==> config.mk <==
export PLATFORM = sky130hd
export DESIGN_NAME = ab_boot_slot_decision
export DESIGN_NICKNAME = d
export VERILOG_FILES = /design/src/hw/rtl/absd_pkg.sv /design/src/hw/rtl/ab_boot_slot_decision.sv
export SDC_FILE = /design/constraint.sdc
export NUM_CORES = 1
export LEC_CHECK = 0
export BUFFER_PORTS_ARGS = -buffer_cell sky130_fd_sc_hd__buf_2
export CORE_MARGIN = 4
export CORE_UTILIZATION = 57
export CTS_BUF_LIST = sky130_fd_sc_hd__clkbuf_16
export DETAILED_ROUTE_END_ITERATION = 16
export HOLD_SLACK_MARGIN = 0.05
export PLACE_DENSITY = 0.85
export SYNTH_ARGS = -nofsm -noshare
export SYNTH_HDL_FRONTEND = slang
export SYNTH_SLANG_ARGS = --single-unit
==> constraint.sdc <==
create_clock -name clk_i -period 5.7 [get_ports clk_i]
set_clock_uncertainty 0.05 [all_clocks]
set_input_delay 0.285 -clock clk_i [delete_from_list [all_inputs] [get_ports clk_i]]
set_output_delay 0.285 -clock clk_i [all_outputs]
set_load 0.1 [all_outputs]
==> src/hw/rtl/absd_pkg.sv <==
// Package for the A/B boot slot decision: types, codes and the decision function.
`timescale 1ns / 1ps

package absd_pkg;

  localparam int unsigned CountW  = 4;
  localparam int unsigned CfgIdxW = 4;
  localparam logic [CountW-1:0] CountMax = {CountW{1'b1}};

  localparam logic [CountW-1:0] ConfirmReset  = 4'd3;
  localparam logic [CountW-1:0] RollbackReset = 4'd2;

  localparam logic [CfgIdxW-1:0] CfgConfirm  = 4'd0;
  localparam logic [CfgIdxW-1:0] CfgRollback = 4'd1;

  typedef enum logic [1:0] {
    BootIdle       = 2'd0,
    BootUpgradeReq = 2'd1,
    BootTransfer   = 2'd2,
    BootPending    = 2'd3
  } boot_state_e;

  typedef enum logic [1:0] {
    ActJump    = 2'd0,
    ActUpgrade = 2'd1,
    ActWait    = 2'd2
  } boot_action_e;

  // Stored boot parameter record
  typedef struct packed {
    boot_state_e        state;
    logic               act_slot;
    logic               pend_slot;
    logic               try_slot;
    logic [CountW-1:0]  miss_cnt;
    logic [CountW-1:0]  good_cnt;
    logic               boot_ok;
  } absd_rec_t;

  // One input word: record plus boot-time status
  typedef struct packed {
    logic      record_valid;
    absd_rec_t rec;
    logic      upg_key;
    logic      slot_valid_a;
    logic      slot_valid_b;
  } absd_in_t;

  // One result word
  typedef struct packed {
    absd_rec_t    rec;
    logic         write_record;
    boot_action_e action;
    logic         jump_slot;
  } absd_out_t;

  function automatic logic [CountW-1:0] sat_inc(input logic [CountW-1:0] v);
    return (v == CountMax) ? v : v + 1'b1;
  endfunction

  // Full decision for one record
  function automatic absd_out_t decide(input absd_in_t in_w,
                                       input logic [CountW-1:0] confirm_thr,
                                       input logic [CountW-1:0] rollback_thr);
    absd_rec_t    r;
    absd_out_t    res;
    logic         wr;
    logic         clr;
    logic         slot;
    logic         good;
    logic         other_good;
    boot_action_e act;
    r    = in_w.rec;
    wr   = 1'b0;
    clr  = 1'b0;
    act  = ActJump;
    slot = 1'b0;

    // replace an unreadable record by defaults
    if (!in_w.record_valid) begin
      r  = '{state: BootIdle, default: '0};
      wr = 1'b1;
    end

    // evaluate the pending activation
    if (r.state == BootPending) begin
      wr = 1'b1;
      if (r.pend_slot == r.act_slot && r.try_slot == r.act_slot) begin
        if (r.boot_ok) begin
          r.good_cnt = sat_inc(r.good_cnt);
          r.boot_ok  = 1'b0;
          clr        = (r.good_cnt >= confirm_thr);
        end else begin
          r.good_cnt = '0;
          r.miss_cnt = sat_inc(r.miss_cnt);
          if (r.miss_cnt >= rollback_thr) begin
            r.act_slot = ~r.act_slot;
            clr        = 1'b1;
          end
        end
      end else begin
        clr       = 1'b1;
        r.boot_ok = 1'b0;
      end
      if (clr) begin
        r.state     = BootIdle;
        r.pend_slot = 1'b0;
        r.try_slot  = 1'b0;
        r.miss_cnt  = '0;
        r.good_cnt  = '0;
      end
    end

    // pick the boot action
    if (in_w.upg_key || r.state == BootUpgradeReq) begin
      act = ActUpgrade;
    end else begin
      good       = r.act_slot ? in_w.slot_valid_b : in_w.slot_valid_a;
      other_good = r.act_slot ? in_w.slot_valid_a : in_w.slot_valid_b;
      slot       = r.act_slot;
      if (!good) begin
        if (other_good) begin
          r.act_slot = ~r.act_slot;
          r.state    = BootIdle;
          wr         = 1'b1;
          slot       = r.act_slot;
        end else begin
          act = ActWait;
        end
      end
      if (act == ActJump && r.state == BootPending) begin
        r.try_slot = slot;
        r.boot_ok  = 1'b0;
        wr         = 1'b1;
      end
    end

    res.rec          = r;
    res.write_record = wr;
    res.action       = act;
    res.jump_slot    = (act == ActJump) ? slot : 1'b0;
    return res;
  endfunction

endpackage

==> src/hw/rtl/ab_boot_slot_decision.sv <==
// Top level of the A/B boot slot decision: input register, decision logic, result register.
`timescale 1ns / 1ps

// Takes one boot parameter record per word and returns the updated record, a
// write-back flag and the boot action (jump, upgrade mode or wait). A word is
// accepted in every cycle while the result side keeps up; each word passes
// through two registers, first the input register and then the result
// register, with the whole decision done in the logic between them. The
// threshold registers are written through the configuration port, which is
// always ready; write them only while no word is in flight.
module ab_boot_slot_decision (
  input  logic                         clk_i,
  input  logic                         rst_ni,

  input  logic                         cfg_valid,
  output logic                         cfg_ready,
  input  logic [absd_pkg::CfgIdxW-1:0] cfg_index_i,
  input  logic [absd_pkg::CountW-1:0]  cfg_data_i,

  input  logic                         in_valid,
  output logic                         in_stall,
  input  logic                         record_valid_i,
  input  logic [1:0]                   boot_state_i,
  input  logic                         active_slot_in_i,
  input  logic                         pending_slot_in_i,
  input  logic                         attempt_slot_in_i,
  input  logic [absd_pkg::CountW-1:0]  attempt_count_in_i,
  input  logic [absd_pkg::CountW-1:0]  success_count_in_i,
  input  logic                         boot_ok_in_i,
  input  logic                         key_pressed_i,
  input  logic                         slot_valid_a_i,
  input  logic                         slot_valid_b_i,

  output logic                         out_valid,
  input  logic                         out_stall,
  output logic [1:0]                   state_out_o,
  output logic                         active_slot_out_o,
  output logic                         pending_slot_out_o,
  output logic                         attempt_slot_out_o,
  output logic [absd_pkg::CountW-1:0]  attempt_count_out_o,
  output logic [absd_pkg::CountW-1:0]  success_count_out_o,
  output logic                         boot_ok_out_o,
  output logic                         write_record_o,
  output logic [1:0]                   boot_action_o,
  output logic                         jump_slot_o
);

  logic [absd_pkg::CountW-1:0] confirm_q, confirm_d;
  logic [absd_pkg::CountW-1:0] rollback_q, rollback_d;

  logic                 in_vld_q, in_vld_d;
  absd_pkg::absd_in_t   in_q, in_d;
  logic                 res_vld_q, res_vld_d;
  absd_pkg::absd_out_t  res_q, res_d;

  logic                 res_load;
  logic                 in_load;
  absd_pkg::absd_out_t  dec;

  // threshold registers
  assign cfg_ready = 1'b1;

  always_comb begin
    confirm_d  = confirm_q;
    rollback_d = rollback_q;
    if (cfg_valid) begin
      if (cfg_index_i == absd_pkg::CfgConfirm) begin
        confirm_d = cfg_data_i;
      end else if (cfg_index_i == absd_pkg::CfgRollback) begin
        rollback_d = cfg_data_i;
      end
    end
  end

  always_ff @(posedge clk_i or negedge rst_ni) begin
    if (!rst_ni) begin
      confirm_q  <= absd_pkg::ConfirmReset;
      rollback_q <= absd_pkg::RollbackReset;
    end else begin
      confirm_q  <= confirm_d;
      rollback_q <= rollback_d;
    end
  end

  // advance when the stage ahead is free or draining
  assign res_load = !res_vld_q || !out_stall;
  assign in_load  = !in_vld_q || res_load;
  assign in_stall = !in_load;

  // capture the input word
  always_comb begin
    in_vld_d = in_load ? in_valid : in_vld_q;
    in_d     = in_q;
    if (in_load && in_valid) begin
      in_d.record_valid   = record_valid_i;
      in_d.rec.state      = absd_pkg::boot_state_e'(boot_state_i);
      in_d.rec.act_slot   = active_slot_in_i;
      in_d.rec.pend_slot  = pending_slot_in_i;
      in_d.rec.try_slot   = attempt_slot_in_i;
      in_d.rec.miss_cnt   = attempt_count_in_i;
      in_d.rec.good_cnt   = success_count_in_i;
      in_d.rec.boot_ok    = boot_ok_in_i;
      in_d.upg_key        = key_pressed_i;
      in_d.slot_valid_a   = slot_valid_a_i;
      in_d.slot_valid_b   = slot_valid_b_i;
    end
  end

  // decide and hold the result
  assign dec = absd_pkg::decide(in_q, confirm_q, rollback_q);

  always_comb begin
    res_vld_d = res_load ? in_vld_q : res_vld_q;
    res_d     = (res_load && in_vld_q) ? dec : res_q;
  end

  always_ff @(posedge clk_i or negedge rst_ni) begin
    if (!rst_ni) begin
      in_vld_q  <= 1'b0;
      res_vld_q <= 1'b0;
    end else begin
      in_vld_q  <= in_vld_d;
      res_vld_q <= res_vld_d;
    end
  end

  always_ff @(posedge clk_i) begin
    in_q  <= in_d;
    res_q <= res_d;
  end

  // drive the result word
  assign out_valid           = res_vld_q;
  assign state_out_o         = res_q.rec.state;
  assign active_slot_out_o   = res_q.rec.act_slot;
  assign pending_slot_out_o  = res_q.rec.pend_slot;
  assign attempt_slot_out_o  = res_q.rec.try_slot;
  assign attempt_count_out_o = res_q.rec.miss_cnt;
  assign success_count_out_o = res_q.rec.good_cnt;
  assign boot_ok_out_o       = res_q.rec.boot_ok;
  assign write_record_o      = res_q.write_record;
  assign boot_action_o       = res_q.action;
  assign jump_slot_o         = res_q.jump_slot;

  // stall only when both stages hold a word
  a_stall_full: assert property (@(posedge clk_i) disable iff (!rst_ni)
    in_stall |-> (in_vld_q && res_vld_q && out_stall))
    else $error("input stalled with a free stage");

  // a word in the input register moves on when the result side is free
  a_advance: assert property (@(posedge clk_i) disable iff (!rst_ni)
    (in_vld_q && res_load) |=> out_valid)
    else $error("word lost between stages");

  // only a jump names a slot
  a_jump_slot: assert property (@(posedge clk_i) disable iff (!rst_ni)
    (out_valid && boot_action_o != absd_pkg::ActJump) |-> !jump_slot_o)
    else $error("jump slot set without a jump");

  // a record left pending is consistent and has its report flag cleared
  a_pending: assert property (@(posedge clk_i) disable iff (!rst_ni)
    (out_valid && state_out_o == absd_pkg::BootPending) |->
      (attempt_slot_out_o == active_slot_out_o &&
       pending_slot_out_o == active_slot_out_o && !boot_ok_out_o && write_record_o))
    else $error("inconsistent pending record");

  // an upgrade request always enters upgrade mode
  a_upgrade: assert property (@(posedge clk_i) disable iff (!rst_ni)
    (out_valid && state_out_o == absd_pkg::BootUpgradeReq) |->
      (boot_action_o == absd_pkg::ActUpgrade))
    else $error("upgrade request without upgrade action");

endmodule
Word level (Yosys, flattened, before mapping)
Cells that the tools add are included.
{"block": "op_classes", "addsub": 2, "multipliers": 0, "n_div": 0, "magnitude_cmp": 2, "eq_ne": 8, "shifts": 0, "n_mux": 38, "bitwise": 4, "n_reduce_logical": 17}
{"operator": "$mux W14", "n": 2}
{"operator": "$mux W1", "n": 21}
{"operator": "$mux W4", "n": 4}
{"operator": "$mux W3", "n": 4}
{"operator": "$mux W10", "n": 1}
{"operator": "$mux W2", "n": 5}
{"operator": "$add A4 B1 Y4 const B", "n": 2}
{"operator": "$eq A4 B4 Y1 const B", "n": 2}
{"operator": "$ge A4 B4 Y1", "n": 2}
{"operator": "$mux W8", "n": 1}
{"operator": "$eq A2 B2 Y1 const B", "n": 2}
{"operator": "$eq A4 B1 Y1 const B", "n": 1}
{"operator": "$logic_and A1 B1 Y1", "n": 4}
{"operator": "$logic_not A1 Y1", "n": 4}
{"operator": "$logic_not A2 Y1", "n": 2}
{"operator": "$logic_not A4 Y1", "n": 1}
{"operator": "$not A1 Y1", "n": 4}
{"operator": "$logic_or A1 B1 Y1", "n": 3}
{"operator": "$reduce_and A3 Y1", "n": 1}
{"operator": "$eq A1 B1 Y1", "n": 2}
{"operator": "$eq A2 B1 Y1 const B", "n": 1}
{"operator": "$reduce_and A2 Y1", "n": 1}
{"operator": "$reduce_or A2 Y1", "n": 1}
{"block": "word_totals", "ff_bits": 46, "latch_bits": 0, "ram_bits": 0, "rom_bits": 0, "input_bits": 31, "out_inout_bits": 21, "word_cells": 96, "mem_count": 0}

Depth between registers and ports, before layout
Gate-level depths: netlist (run 1).
{"block": "depth", "depth_word": 18, "mapped_depth": 12, "depth_no_buf": 10}

Worst setup path before layout (run 1)
Ideal clock, no wire load.
{"block": "synth_timing", "path_type": "register to register", "from": "register in_q[17] (netlist bit)", "to": "register res_q (netlist bit success_count_out_o[0]), data pin", "setup_time_ns": 0.152, "t_arrival_ns": 3.186, "required_ns": 5.498, "path_slack_ns": 2.312, "stages_incl_launch_ff": 13, "path_buffers": 2, "period_less_slack_ns": 3.388, "path_cell_list": "edfxtp_1 -> clkbuf_1 -> clkbuf_1 -> and2_1 -> ha_1 -> nand4_1 -> xnor2_1 -> ha_1 -> nand2b_1 -> a211o_1 -> a2111o_1 -> or4_1 -> a31oi_1"}
{"element": "start, declared", "line_no": "ab_boot_slot_decision.sv:52", "text": "absd_pkg::absd_in_t in_q, in_d;"}
{"element": "start signal, assigned", "line_no": "ab_boot_slot_decision.sv:128", "text": "in_q <= in_d;"}
{"element": "end signal, assigned", "line_no": "ab_boot_slot_decision.sv:129", "text": "res_q <= res_d;"}
{"element": "end, declared", "line_no": "ab_boot_slot_decision.sv:54", "text": "absd_pkg::absd_out_t res_q, res_d;"}

==> flow_metrics.env, run 1 <==
export IMPL_yosys_top_cells_area="edfxtp_1, dfrtp_1, ha_1"
export IMPL_yosysWarnings=0
export IMPL_grt_pass1_wl_um=7510
export IMPL_syn_area_um2=2240
export IMPL_cts_setup_buffers=0
export IMPL_core_area_um2=3720
export IMPL_top_layer="met4"
export IMPL_end_kind="register"
export IMPL_die_area_um2=5000
export IMPL_cap_violations=0
export IMPL_async_flop_share_pct=21.7
export IMPL_maxSlewViolCount=0
export IMPL_ir_drop_v=0.000243
export IMPL_track_usage_pct=19.4
export IMPL_synth_seq_area_share_pct=59.6
export IMPL_hp_class="input port to register"
export IMPL_fmax_mhz=261
export IMPL_chipWidth_um=70.7
export IMPL_synth_top_area_cell="edfxtp_1"
export IMPL_relSlewSlack_pct=28.6
export IMPL_cellPowerDensity_nw_per_um2=338
export IMPL_status="finished clean"
export IMPL_syn_num_nets=221
export IMPL_register_area_um2=1340
export IMPL_synth_edf_count=36
export IMPL_grt_pass1_vias=1550
export IMPL_critPathMaxFanout=17
export IMPL_crit_path_cell_trace="and2_1, ha_1, nand4_1, xnor2_1, ha_1, nand2b_1, a211o_1, a2111oi_0, nand3_1, a31oi_1"
export IMPL_hold_viol_final=0
export IMPL_drc=0
export IMPL_finalCriticalPeriod_ps=3830
export IMPL_path_common_cell="ha_1"
export IMPL_die_y_um=70.7
export IMPL_slowest_stage="a2111oi_0"
export IMPL_total_power_mw=0.907
export IMPL_synthTopCellsByCount="edfxtp_1, nand2_1, inv_1, a31oi_1, ha_1"
export IMPL_overflow=0
export IMPL_area_growth_pct=19.9
export IMPL_crit_buf_inv=0
export IMPL_antenna_found_initial=0
export IMPL_io_buffers=50
export IMPL_fin_crit_sh_pct=67.3
export IMPL_cts_tree="built"
export IMPL_antenna_cells=0
export IMPL_synth_distinct_cells=41
export IMPL_routed_via_density=5.93
export IMPL_crit_family="compound AO/OA/AOI/OAI gates"
export IMPL_cts_sinks=46
export IMPL_n_fill_cell=266
export IMPL_clk_insertion_delay_late_ps=280
export IMPL_yosysMostFrequentCell="edfxtp_1"
export IMPL_wl_met1_um=1850
export IMPL_cts_max_path_buffers=2
export IMPL_setup_viol=0
export IMPL_ant_nets=0
export IMPL_fin_tns_setup_ps=0
export IMPL_place_hpwl_um=3470
export IMPL_routed_wl_um=4560
export IMPL_arrival_ps=3910
export IMPL_dr_total_vias=1690
export IMPL_grt_setup_unrepaired="false"
export IMPL_nNetsFinal=276
export IMPL_clk_pin_slew_ps=60
export IMPL_cp_required_ps=5770
export IMPL_drt_iter0_drc=205
export IMPL_p_leak_nw=1.10
export IMPL_ctsRootBufferMaster="clkbuf_16"
export IMPL_worst_slew_pin_transition_ps=1040
export IMPL_ioPinCount=52
export IMPL_routabilityCongestion=0.857
export IMPL_critPathLaunchType="register"
export IMPL_synth_cells=181
export IMPL_final_cell_count_no_fill=285
export IMPL_critPathMaxStageDelay_ps=900
export IMPL_ys_seq_elements=46
export IMPL_cts_buffers=5
export IMPL_initial_core_util_pct=60.3
export IMPL_dp_cells=276
export IMPL_first_pass_iters=4
export IMPL_placementRows=22
export IMPL_grt_max_degree=19
export IMPL_ys_flop_type="edfxtp_1"
export IMPL_avgRoutedWirePerCell_um=16.0
export IMPL_wl_met2_um=2180
export IMPL_drive_above_1_share_pct=28.3
export IMPL_ctsHtreeMaxLevel=2
export IMPL_path_class="register to register"
export IMPL_multi_input_area_um2=848
export IMPL_synth_area_per_cell_um2=12.4
export IMPL_synth_top_area_share_pct=48.3
export IMPL_wl_met3_um=448
-- layout make-up --
| type | instances | area share [%] |
|---|---|---|
| Tap cell | 48 | 2.24 |
| Clock inverter | 3 | 0.466 |
| Inverter | 10 | 1.40 |
| Clock buffer | 5 | 4.66 |
| Sequential cell | 46 | 49.7 |
| Timing Repair Buffer | 52 | 9.97 |
| Multi-Input combinational cell | 121 | 31.6 |
-- registers in the layout (all words and copies together), names as in the netlist, 2 cells and up --
signal               count
success_count_out_o      4
in_q                    18
boot_action_o            2
attempt_count_out_o      4
state_out_o              2
rollback_q               4
confirm_q                4
-- placed cells by master (no fill, tap or decap), types with 2 or more instances in the layout --
| cell | instances |
|---|---|
| buf_2 | 50 |
| edfxtp_1 | 36 |
| nand2_1 | 16 |
| inv_1 | 11 |
| a31oi_1 | 9 |
| ha_1 | 9 |
| nor3_1 | 8 |
| nand3_1 | 7 |
| o21ai_0 | 7 |
| dfrtp_1 | 7 |
| mux2_2 | 6 |
| a32o_1 | 6 |
| and2_1 | 5 |
| nand2b_1 | 5 |
| clkbuf_16 | 5 |
| a21oi_1 | 4 |
| nor2_1 | 3 |
| o21a_1 | 3 |
| o311a_1 | 3 |
| mux2i_1 | 3 |
| dfstp_2 | 3 |
| nor2b_1 | 2 |
| xnor2_1 | 2 |
| a2111oi_0 | 2 |
| or4_1 | 2 |
| o21bai_1 | 2 |
| a21o_1 | 2 |
| and3_1 | 2 |
-- worst register-to-register path, stage by stage, from the launching register on --
cell       delay [ps]
edfxtp_1          670
and2_1            300
ha_1              240
nand4_1           180
xnor2_1           270
ha_1              260
nand2b_1          150
a211o_1           310
a2111oi_0         900
nand3_1           150
a31oi_1           220
-- layer usage --
layer,up-vias,track usage [%]
li1,811,-
met1,784,27.3
met5,-,0
met3,11,5.68
met2,84,29.1
met4,0,6.05
-- per-stage QoR --
stage	util (%)	hold WS [ps]	area, um^2	setup WS [ps]
floorplan	-	-60.6	2240	2310
detailed placement	68.3	107	2540	1910
CTS	72.3	124	2690	1890
finish	72.3	126	2690	1870
global route	72.3	119	2690	1600
global placement	68.3	103	2540	2150
-- kinds of logic (layout without fill, tap and decap cells) --
family                   count (synthesis)  after routing  share of synthesized area, %
XOR/XNOR                                 2              2                         0.782
flip-flops                              46             46                          59.6
adder cells (fa/ha/maj)                  9              9                          5.03
buffers and inverters                   14             70                          2.51
AO/OA/AOI/OAI                           43             43                          14.0
multiplexers                             9              9                          4.36
other                                    1              1                         0.167
AND/OR/NAND/NOR                         57             57                          13.6
-- path summary, 6_finish.rpt --
kind	from	endpoint	depth (start not counted)	slack (ps)
min reg2reg	in_vld_q	out_valid	1	420
max in group asynchronous	rst_ni	confirm_q[0]	2	5000
min in group asynchronous	rst_ni	rollback_q[2]	2	340
max	in_q[17]	success_count_out_o[0]	10	1870
min	attempt_count_in_i[2]	in_q[10]	1	130
max reg2reg	in_q[17]	success_count_out_o[0]	10	1870
-- timing repair --
| action | 4_1_cts | 5_1_grt |
|---|---|---|
| resized for setup | 0 | 0 |
| hold endpoints to repair | 10 | 0 |
| hold buffers | 1 | 0 |
-- report_power, final --
group          total [mW]  internal (mW)  switching [mW]  leakage, nW
Sequential          0.428          0.406          0.0223        0.464
Combinational       0.212         0.0566           0.156        0.565
Clock               0.266          0.158           0.108       0.0724
Total               0.907          0.621           0.286         1.10
Note: power is estimated with default switching activity, not from simulation.
==> run 2, diff against run 1 <==
--- a/config.mk
+++ b/config.mk
@@ -7,11 +7,11 @@
 export LEC_CHECK = 0
 export BUFFER_PORTS_ARGS = -buffer_cell sky130_fd_sc_hd__buf_2
 export CORE_MARGIN = 4
-export CORE_UTILIZATION = 57
+export CORE_UTILIZATION = 53
 export CTS_BUF_LIST = sky130_fd_sc_hd__clkbuf_16
 export DETAILED_ROUTE_END_ITERATION = 16
 export HOLD_SLACK_MARGIN = 0.05
-export PLACE_DENSITY = 0.85
+export PLACE_DENSITY = 0.8
 export SYNTH_ARGS = -nofsm -noshare
 export SYNTH_HDL_FRONTEND = slang
 export SYNTH_SLANG_ARGS = --single-unit
==> constraint.sdc (replaced) <==
create_clock -name clk_i -period 3.6 [get_ports clk_i]
set_clock_uncertainty 0.05 [all_clocks]
set_input_delay 0.18 -clock clk_i [delete_from_list [all_inputs] [get_ports clk_i]]
set_output_delay 0.18 -clock clk_i [all_outputs]
set_load 0.1 [all_outputs]
==> flow_metrics.env, run 2 (synthesis results as in run 1) <==
export IMPL_cts_max_path_buffers=2
export IMPL_grt_pass1_vias=1641
export IMPL_fin_crit_sh_pct=92.2
export IMPL_multi_input_area_um2=848
export IMPL_ctsRootBufferMaster="clkbuf_16"
export IMPL_crit_family="compound AO/OA/AOI/OAI gates"
export IMPL_drt_iter0_drc=218
export IMPL_fmax_mhz=301
export IMPL_largest_register_ff_count=18
export IMPL_die_area_um2=5330
export IMPL_grt_max_degree=19
export IMPL_cts_setup_buffers=0
export IMPL_cts_sinks=46
export IMPL_p_leak_nw=1.20
export IMPL_grt_setup_unrepaired="false"
export IMPL_avgRoutedWirePerCell_um=15.2
export IMPL_grt_pass1_wl_um=7780
export IMPL_cts_tree="built"
export IMPL_clk_pin_slew_ps=60
export IMPL_io_buffers=50
export IMPL_register_area_um2=1340
export IMPL_first_pass_iters=5
export IMPL_holdBufCountCts=19
export IMPL_worst_slew_pin_transition_ps=843
export IMPL_drive_above_1_share_pct=27.9
export IMPL_crit_path_cell_trace="and2_1, ha_1, nand4_1, mux2_2, ha_1, a211o_1, a2111o_1, a21oi_1, a32o_1"
export IMPL_ir_drop_v=0.000326
export IMPL_setup_viol=0
export IMPL_ctsHtreeMaxLevel=2
export IMPL_initial_core_util_pct=55.2
export IMPL_antenna_cells=0
export IMPL_nNetsFinal=297
export IMPL_path_common_cell="ha_1"
export IMPL_slowest_stage="edfxtp_1"
export IMPL_overflow=0
export IMPL_final_common_cell="buf_2"
export IMPL_clk_insertion_delay_late_ps=280
export IMPL_hold_viol_final=0
export IMPL_routed_wl_um=4680
export IMPL_ioPinCount=52
export IMPL_arrival_ps=3420
export IMPL_routed_via_density=5.65
export IMPL_max_flop_register="in_q"
export IMPL_track_usage_pct=19.5
export IMPL_cap_violations=0
export IMPL_status="finished clean"
export IMPL_ant_nets=0
export IMPL_placementRows=23
export IMPL_antenna_found_initial=0
export IMPL_n_fill_cell=278
export IMPL_core_area_um2=4060
export IMPL_chipWidth_um=73.0
export IMPL_hp_class="input port to register"
export IMPL_relSlewSlack_pct=43.3
export IMPL_cts_buffers=5
export IMPL_die_y_um=73.0
export IMPL_crit_buf_inv=0
export IMPL_total_power_mw=1.53
export IMPL_place_hpwl_um=3330
export IMPL_critPathMaxStageDelay_ps=460
export IMPL_cts_resized_gates=0
export IMPL_end_kind="register"
export IMPL_maxSlewViolCount=0
export IMPL_routabilityCongestion=0.813
export IMPL_fin_tns_setup_ps=0
export IMPL_area_growth_pct=30.3
export IMPL_critPathLaunchType="register"
export IMPL_path_class="register to register"
export IMPL_finalCriticalPeriod_ps=3320
export IMPL_final_cell_mix="buf_2, edfxtp_1, dlygate4sd3_1"
export IMPL_drc=0
export IMPL_dr_total_vias=1741
export IMPL_cellPowerDensity_nw_per_um2=525
export IMPL_critPathMaxFanout=6
export IMPL_cp_required_ps=3700
[run 2: final timing paths]
kind,from,depth (start not counted),slack (ps),end
max,in_q[4],9,280,attempt_count_out_o[2]
min,in_valid,2,60,in_vld_q
max reg2reg,in_q[4],9,280,attempt_count_out_o[2]
min reg2reg,in_vld_q,1,440,out_valid
max in group asynchronous,rst_ni,2,3000,confirm_q[1]
min in group asynchronous,rst_ni,2,240,rollback_q[3]
[run 2: power breakdown]
group | switching, mW | internal, mW | leakage [nW]
Combinational | 0.249 | 0.107 | 0.655
Sequential | 0.0307 | 0.642 | 0.464
Clock | 0.179 | 0.324 | 0.0836
[run 2: area by class of cell]
cell class	count	area share (%)
clock buffer	5	4.29
clock inverter	3	1.37
inverter	10	1.29
multi-input combinational	121	29.1
sequential	46	45.7
tap	50	2.14
timing repair buffer	73	16.1
[run 2: through the flow]
step           instance area [um^2]  hold slack [ps]  util (%)  setup WS, ps  instances
2_1_floorplan                  2240             -166         -           212        181
3_3_place_gp                   2560            -2.02      63.2           414        281
3_5_place_dp                   2560             1.82      63.2           342        281
4_1_cts                        2920             51.8      71.9           320        308
5_1_grt                        2920             78.1      71.9           141        308
6_report                       2920             61.8      71.9           282        308
[run 2: metal layers]
layer / vias up / track usage [%] / wire length (um)
met3: 10 / 4.55 / 358
met4: 0 / 6.97 / 85
met5: - / 0 / 0
li1: 854 / - / -
met2: 83 / 30.5 / 2220
met1: 794 / 26.5 / 2020
